$ cat src/rtl/core/tsss_pkg.sv
// shared types, codes and constants for the temperature sample scheduler
// no dependencies; used by the scheduler core and its step logic

package tsss_pkg;

  // phase codes
  typedef enum logic [1:0] {
    PH_IDLE  = 2'd0,
    PH_CONV  = 2'd1,
    PH_READY = 2'd2
  } phase_t;

  // item selector codes
  typedef enum logic [1:0] {
    FN_POLL    = 2'd0,
    FN_REQUEST = 2'd1,
    FN_READ    = 2'd2
  } func_t;

  // configuration register indexes
  localparam logic CFG_PERIOD     = 1'b0;
  localparam logic CFG_RESOLUTION = 1'b1;

  localparam int PERIOD_W  = 31;
  localparam int RES_W     = 4;
  localparam int TIME_W    = 32;
  localparam int TEMP_W    = 12;
  localparam int COUNT_W   = 32;
  localparam int DELAY_W   = 10;

  localparam logic [RES_W-1:0] RES_MIN   = 4'd9;
  localparam logic [RES_W-1:0] RES_MAX   = 4'd12;
  localparam logic [RES_W-1:0] RES_RESET = 4'd12;

  // disconnected code (-127 C) and the 85 C power-on value, in 1/16 C
  localparam logic signed [TEMP_W-1:0] T_DISCONNECTED = -12'sd2032;
  localparam logic signed [TEMP_W-1:0] T_EIGHTYFIVE   = 12'sd1360;

  localparam logic [DELAY_W-1:0] MARGIN_MS = 10'd5;

  typedef struct packed {
    phase_t                     phase;
    logic [TIME_W-1:0]          request_time;
    logic [TIME_W-1:0]          ready_time;
    logic signed [TEMP_W-1:0]   last_temp;
    logic                       have_value;
    logic                       fresh;
    logic [COUNT_W-1:0]         good_count;
    logic [COUNT_W-1:0]         error_count;
  } tsss_state_t;

  typedef struct packed {
    logic [COUNT_W-1:0]         error_count;
    logic [COUNT_W-1:0]         good_count;
    logic                       fresh;
    logic                       value_valid;
    logic signed [TEMP_W-1:0]   temp_value;
    logic                       sample_accepted;
    logic                       start_conversion;
    logic [1:0]                 phase;
  } tsss_result_t;

  // conversion time plus settling margin, per resolution
  function automatic logic [DELAY_W-1:0] due_delay(input logic [RES_W-1:0] bits);
    logic [DELAY_W-1:0] conv;
    case (bits)
      4'd9:    conv = 10'd94;
      4'd10:   conv = 10'd188;
      4'd11:   conv = 10'd375;
      default: conv = 10'd750;
    endcase
    return conv + MARGIN_MS;
  endfunction

  // wrap-safe: (signed)(a - b) >= lim, lim non-negative
  function automatic logic elapsed(input logic [TIME_W-1:0]   a,
                                   input logic [TIME_W-1:0]   b,
                                   input logic [PERIOD_W-1:0] lim);
    logic [TIME_W-1:0] d;
    d = a - b;
    return !d[TIME_W-1] && (d[TIME_W-2:0] >= lim);
  endfunction

  // clamp a written resolution into 9..12
  function automatic logic [RES_W-1:0] clamp_res(input logic [RES_W-1:0] v);
    logic [RES_W-1:0] r;
    r = v;
    if (v < RES_MIN) r = RES_MIN;
    if (v > RES_MAX) r = RES_MAX;
    return r;
  endfunction

endpackage

$ cat src/rtl/core/tsss_step.sv
// next-state and result logic for one item of the sample scheduler
// depends on tsss_pkg

module tsss_step
  import tsss_pkg::*;
(
  input  tsss_state_t               cur,
  input  logic [PERIOD_W-1:0]       period_ms,
  input  logic [RES_W-1:0]          resolution_bits,
  input  logic [1:0]                func,
  input  logic [TIME_W-1:0]         now_ms,
  input  logic signed [TEMP_W-1:0]  sample_temp,
  output tsss_state_t               nxt,
  output tsss_result_t              res
);

  logic              started;
  logic              accepted;
  logic [TIME_W-1:0] due_time;

  assign due_time = now_ms + TIME_W'(due_delay(resolution_bits));

  always_comb begin
    nxt      = cur;
    started  = 1'b0;
    accepted = 1'b0;
    case (func_t'(func))
      FN_POLL: begin
        if (cur.phase == PH_CONV) begin
          if (elapsed(now_ms, cur.ready_time, '0)) begin
            if (sample_temp == T_DISCONNECTED || sample_temp == T_EIGHTYFIVE) begin
              nxt.error_count = cur.error_count + COUNT_W'(1);
              nxt.phase       = PH_IDLE;
            end else begin
              nxt.last_temp  = sample_temp;
              nxt.have_value = 1'b1;
              nxt.fresh      = 1'b1;
              nxt.good_count = cur.good_count + COUNT_W'(1);
              nxt.phase      = PH_READY;
              accepted       = 1'b1;
            end
            nxt.request_time = now_ms;
          end
        end else if (period_ms != '0 && elapsed(now_ms, cur.request_time, period_ms)) begin
          nxt.request_time = now_ms;
          nxt.ready_time   = due_time;
          nxt.phase        = PH_CONV;
          started          = 1'b1;
        end
      end
      FN_REQUEST: begin
        if (cur.phase != PH_CONV) begin
          nxt.request_time = now_ms;
          nxt.ready_time   = due_time;
          nxt.phase        = PH_CONV;
          started          = 1'b1;
        end
      end
      FN_READ: begin
        nxt.fresh = 1'b0;
      end
      default: begin
        // unused selector leaves the state alone
      end
    endcase
  end

  always_comb begin
    res.phase            = nxt.phase;
    res.start_conversion = started;
    res.sample_accepted  = accepted;
    res.temp_value       = nxt.last_temp;
    res.value_valid      = nxt.have_value;
    res.fresh            = nxt.fresh;
    res.good_count       = nxt.good_count;
    res.error_count      = nxt.error_count;
  end

endmodule

$ cat src/rtl/core/temp_sensor_sample_scheduler_core.sv
// top level of the temperature sample scheduler: state, config and output stage
// depends on tsss_pkg and tsss_step
//
// usage
// - input channel in_*: one item per handshake, in_tuser carries the selector
//   (poll, request, read), in_tdata the timestamp and the sensor sample
// - output channel out_*: exactly one result item for every input item, in order
// - config channel cfg_*: always ready, index 0 period in ms (0 = no periodic
//   sampling), index 1 resolution, clamped to 9..12; write only while idle
// - the result is registered in the output register before it appears on out_*
// - throughput: one item per cycle while in_tready is high; the state update is a single pass through
//   32-bit adds and two wrap-safe compares, so the next item sees it at once
// - a stalled receiver fills the output register and then a skid register;
//   in_tready drops only while the skid register holds an item
// - reset (rst_n low, synchronous) returns the phase to idle, clears the stored
//   value, flags and counters, sets period to 0 and resolution to 12, and
//   empties the output stage

module temp_sensor_sample_scheduler_core
  import tsss_pkg::*;
(
  input  logic        clk,
  input  logic        rst_n,

  input  logic        in_tvalid,
  output logic        in_tready,
  input  logic [47:0] in_tdata,   // now_ms [31:0], sample_temp [43:32], zero [47:44]
  input  logic [1:0]  in_tuser,   // func [1:0]

  output logic        out_tvalid,
  input  logic        out_tready,
  output logic [87:0] out_tdata,  // phase [1:0], start_conversion [2], sample_accepted [3],
                                  // temp_value [15:4], value_valid [16], fresh [17],
                                  // good_count [49:18], error_count [81:50], zero [87:82]

  input  logic        cfg_valid,
  output logic        cfg_ready,
  input  logic        cfg_index,
  input  logic [30:0] cfg_data
);

  tsss_state_t          state_r;
  tsss_state_t          state_nxt;
  tsss_result_t         step_res;
  logic [PERIOD_W-1:0]  period_r;
  logic [RES_W-1:0]     res_bits_r;

  tsss_result_t         out_r;
  logic                 out_valid_r;
  tsss_result_t         skid_r;
  logic                 skid_valid_r;

  logic                 in_acc;
  logic                 out_free;

  assign in_tready = !skid_valid_r;
  assign cfg_ready = 1'b1;
  assign in_acc    = in_tvalid && in_tready;
  // output register can take a new item this cycle
  assign out_free  = !out_valid_r || out_tready;

  tsss_step u_step (
    .cur             (state_r),
    .period_ms       (period_r),
    .resolution_bits (res_bits_r),
    .func            (in_tuser),
    .now_ms          (in_tdata[31:0]),
    .sample_temp     (in_tdata[43:32]),
    .nxt             (state_nxt),
    .res             (step_res)
  );

  // scheduler state and configuration
  always_ff @(posedge clk) begin
    if (!rst_n) begin
      state_r    <= '0;
      period_r   <= '0;
      res_bits_r <= RES_RESET;
    end else begin
      if (in_acc) begin
        state_r <= state_nxt;
      end
      if (cfg_valid && cfg_ready) begin
        case (cfg_index)
          CFG_PERIOD:     period_r   <= cfg_data;
          CFG_RESOLUTION: res_bits_r <= clamp_res(cfg_data[RES_W-1:0]);
          default:        ;
        endcase
      end
    end
  end

  // output register plus skid register
  always_ff @(posedge clk) begin
    if (!rst_n) begin
      out_valid_r  <= 1'b0;
      skid_valid_r <= 1'b0;
    end else begin
      if (out_free) begin
        if (skid_valid_r) begin
          out_valid_r  <= 1'b1;
          skid_valid_r <= 1'b0;
        end else begin
          out_valid_r <= in_acc;
        end
      end else if (in_acc) begin
        skid_valid_r <= 1'b1;
      end
    end
  end

  always_ff @(posedge clk) begin
    if (out_free) begin
      out_r <= skid_valid_r ? skid_r : step_res;
    end
    if (in_acc && !out_free) begin
      skid_r <= step_res;
    end
  end

  assign out_tvalid = out_valid_r;
  assign out_tdata  = {6'b0, out_r};

endmodule

$ cat config.mk
export PLATFORM = sky130hd
export DESIGN_NAME = temp_sensor_sample_scheduler_core
export DESIGN_NICKNAME = d
export VERILOG_FILES = /design/src/rtl/core/tsss_pkg.sv /design/src/rtl/core/tsss_step.sv /design/src/rtl/core/temp_sensor_sample_scheduler_core.sv
export SDC_FILE = /design/constraint.sdc
export NUM_CORES = 1
export LEC_CHECK = 0
export ABC_AREA = 1
export BUFFER_PORTS_ARGS = -buffer_cell sky130_fd_sc_hd__buf_2
export CAP_MARGIN = 20
export CORE_UTILIZATION = 55
export DETAILED_ROUTE_END_ITERATION = 10
export PLACE_DENSITY_LB_ADDON = 0.25
export SYNTH_ARGS = -nofsm -noshare
export SYNTH_HDL_FRONTEND = slang
export SYNTH_SLANG_ARGS = --single-unit
$ cat constraint.sdc
create_clock -name clk -period 6.6 [get_ports clk]
set_input_delay 0.99 -clock clk [delete_from_list [all_inputs] [get_ports clk]]
set_output_delay 0.99 -clock clk [all_outputs]
set_load 0.005 [all_outputs]
==> flow_summary.yaml <==
run_status:
  status: "finished clean"
routing:
  via_per_inst: 5.40
  wl_per_cell_um: 15.1
  ant_nets: 0
  drt_first_pass_iters: 5
  drt_wl_total_um: 49200
  num_vias: 17600
  route.detailed.drc: 0
  drtIter0Drc: 1465
final_layout:
  final_common_cell: "nand2_1"
  finalInstanceArea_um2: 22300
  nets: 2965
  final_layout_size_suffix_gt1_frac: 0.108
  final_cell_mix: "nand2_1, inv_1, a21oi_1"
  area_growth_pct: 12.1
synth:
  netlist_instances: 2641
  syn_area_um2: 19900
  yosys.area.top_type: "edfxtp_1"
  ys_types: 52
  synth_area_leaders: "edfxtp_1, dfxtp_1, nand2_1"
  ys.warnings.count: 0
  yosysTopAreaCellShare: 0.248
  synth.avg_cell_area_um2: 7.53
  synth_ff_type: "dfxtp_1"
  async_flop_share: 0
  ys_seq_area_frac: 0.430
  synth-edff-count: 164
  synth-seq-cells: 345
setup_path:
  r2r-start: "state_r[110]"
  cp-end-kind: "flip-flop"
  cp_max_fo: 44
  crit_arrival_ns: 5.69
  worstSetupStartpointType: "input port"
  critPathRequiredTime_ns: 7.01
  r2r-end: "state_r[82]"
  critPathKind: "input port to flip-flop"
  rrSetupSlack_ns: 1.65
  worstRegToRegCells: 25
timing:
  setup_violations: 0
  relSlewSlack: 0.301
  worst_pin_slew_ns: 1.05
  finalSetupTns_ns: 0
  fmax_ghz: 0.189
  slew_viol_final: 0
  hold_viol: 0
  clock_skew_ns: 0.0170
  period_share: 0.800
  rsz0062_at_grt: "false"
  period_minus_slack_ns: 5.28
min_path:
  min-delay-start: "res_bits_r[3]"
  worstHoldEndpoint: "res_bits_r[3]"
  whs_path_depth: 2
  hold_class: "flip-flop to flip-flop"
power:
  p_leak_nw: 10.2
  clock_power_share: 0.388
  sw_frac_of_total: 0.280
  seqPwrFrac: 0.436
  irDropWorstVdd_uv: 219
  p_per_area_nw_per_um2: 252
  p_comb_frac: 0.176
  internal_power_mw: 4.04
  switchingPower_mw: 1.57
clock_tree:
  worstSkewPairLatency_ns: 0.55
  cts_tree: "built"
  clockBufferDepth: 3
  h-tree-depth: 2
  clkTransAtPathRegs_ns: 0.05
  post_cts_buffers: 0
  cts_buffers: 38
  cts-resized-gates: 0
  clock-sinks: 345
  holdBufCountCts: 0
  cts_root_buf: "clkbuf_16"
die:
  die_w_um: 192
  start_util: 0.559
  core_area_um2: 35600
  die_area_um2: 36900
  row_count: 69
  die_h_um: 192
  io_pins: 178
global_routing:
  grt_usage: 0.269
  grt_pass1_vias: 16500
  antenna_found_initial: 4
  grt_overflow_total: 0
  grt_max_degree: 88
  grt_first_pass_wirelength_um: 79900
place:
  io_buffers: 166
  placed_area_um2: 21000
  gp_congestion: 0.921
  dp_hpwl_um: 34300
flow_run:
  max-cap-violations: 0
synthesized netlist by cell type, types with 3 or more instances:
cell      count
and2_1        6
a21o_1        9
nor3_1       30
nand3_1     164
nand4_1      54
ha_1        104
xnor2_1      23
nand2_2      10
inv_1       393
or2_2         4
o21ai_1      40
nor3_2        3
a21boi_0      5
a21oi_1     225
o21ai_0     147
nor2_1      206
nand2_1     621
edfxtp_1    164
nand3b_1      8
o21a_1        4
xor2_1       30
inv_2         7
clkbuf_1     59
a31oi_1      39
o31ai_1       3
o21ai_2       4
nor2_2       15
o21bai_1      6
nand3_2       3
buf_4        12
o211ai_1      3
buf_2        22
nor4_1       10
dfxtp_1     181
cell type report:
class | instances | area [um^2]
fillers | 3177 | 13300
multi-input cells | 1805 | 9430
flip-flops and latches | 345 | 8550
inverters | 401 | 1510
clock buffers | 52 | 1070
repair buffers | 181 | 943
well taps | 461 | 577
clock inverters | 16 | 199
diodes | 3 | 7.51
critical path, cell delays in order:
cell and delay [ns]:
buf_2 0.11, inv_1 0.07, ha_1 0.22, fa_1 0.41, inv_1 0.08, nand3_1 0.06, nand2_1 0.14, a21boi_0 0.20
o21ai_0 0.54, nand2_1 0.14, a21oi_1 0.19, xnor2_1 0.13, inv_1 0.06, ha_1 0.28, nand2_1 0.08, nor2_1 0.14
nor3b_1 0.30, nor2b_1 0.17, nand2_1 0.06, nand3_1 0.06, nand2_1 0.11, inv_2 0.11, nand2_2 0.11, nand2_4 0.14
nand3_4 0.39, o21ai_0 0.31, nor2_1 0.07
power by group through the flow:
stage	Sequential, mW	Combinational [mW]	Clock [mW]
after floorplan	2.49	0.692	0
after global placement	2.48	0.949	0
after detailed placement	2.49	0.980	0
after CTS	2.44	0.987	2.21
after global routing	2.46	1.13	2.31
final	2.44	0.989	2.18
per-layer routing:
metal / global-route usage / wire, um
met3: 0.0360 / 2720
met5: 0 / 13
met2: 0.455 / 23400
met1: 0.354 / 22100
met4: 0.0833 / 965
stage by stage:
step                instances  total power, mW  utilization  hold slack, ns  setup slack, ns
floorplan                2647             3.18            -           0.416            0.180
global placement         3193             3.43        0.590           0.426            0.937
detailed placement       3193             3.47        0.590           0.446            0.805
CTS                      3261             5.65        0.626           0.459             1.36
global route             3264             5.90        0.626           0.479            0.842
finish                   3264             5.61        0.626           0.453             1.32
worst max-delay path by stage:
| stage | cells past startpoint | start | to | slack (ns) |
|---|---|---|---|---|
| 3_5_place_dp | 27 | in_tdata[0] | state_r[82] | 0.81 |
| 3_3_place_gp | 27 | in_tdata[0] | state_r[81] | 0.94 |
| 6_report | 27 | in_tdata[0] | state_r[82] | 1.32 |
| 4_1_cts | 27 | in_tdata[0] | state_r[82] | 1.36 |
| 5_1_grt | 27 | in_tdata[0] | state_r[81] | 0.84 |
| 2_1_floorplan | 3 | out_tready | skid_r[0] | 0.18 |
sequential cells by signal, indices dropped and copies added, names as in the netlist:
signal        count
out_tdata        82
out_tvalid        1
period_r         31
res_bits_r        4
skid_r           82
skid_valid_r      1
state_r         144
cell families after synthesis:
| logic type | share of synthesized area |
|---|---|
| AOI/OAI and AO/OA | 0.132 |
| buffers and inverters | 0.0978 |
| adders and majority gates | 0.0675 |
| and+or+nand+nor | 0.249 |
| xor gates and xnor gates | 0.0233 |
| other | 0.000378 |
| DFF | 0.430 |
(Power assumes the default switching activity.)
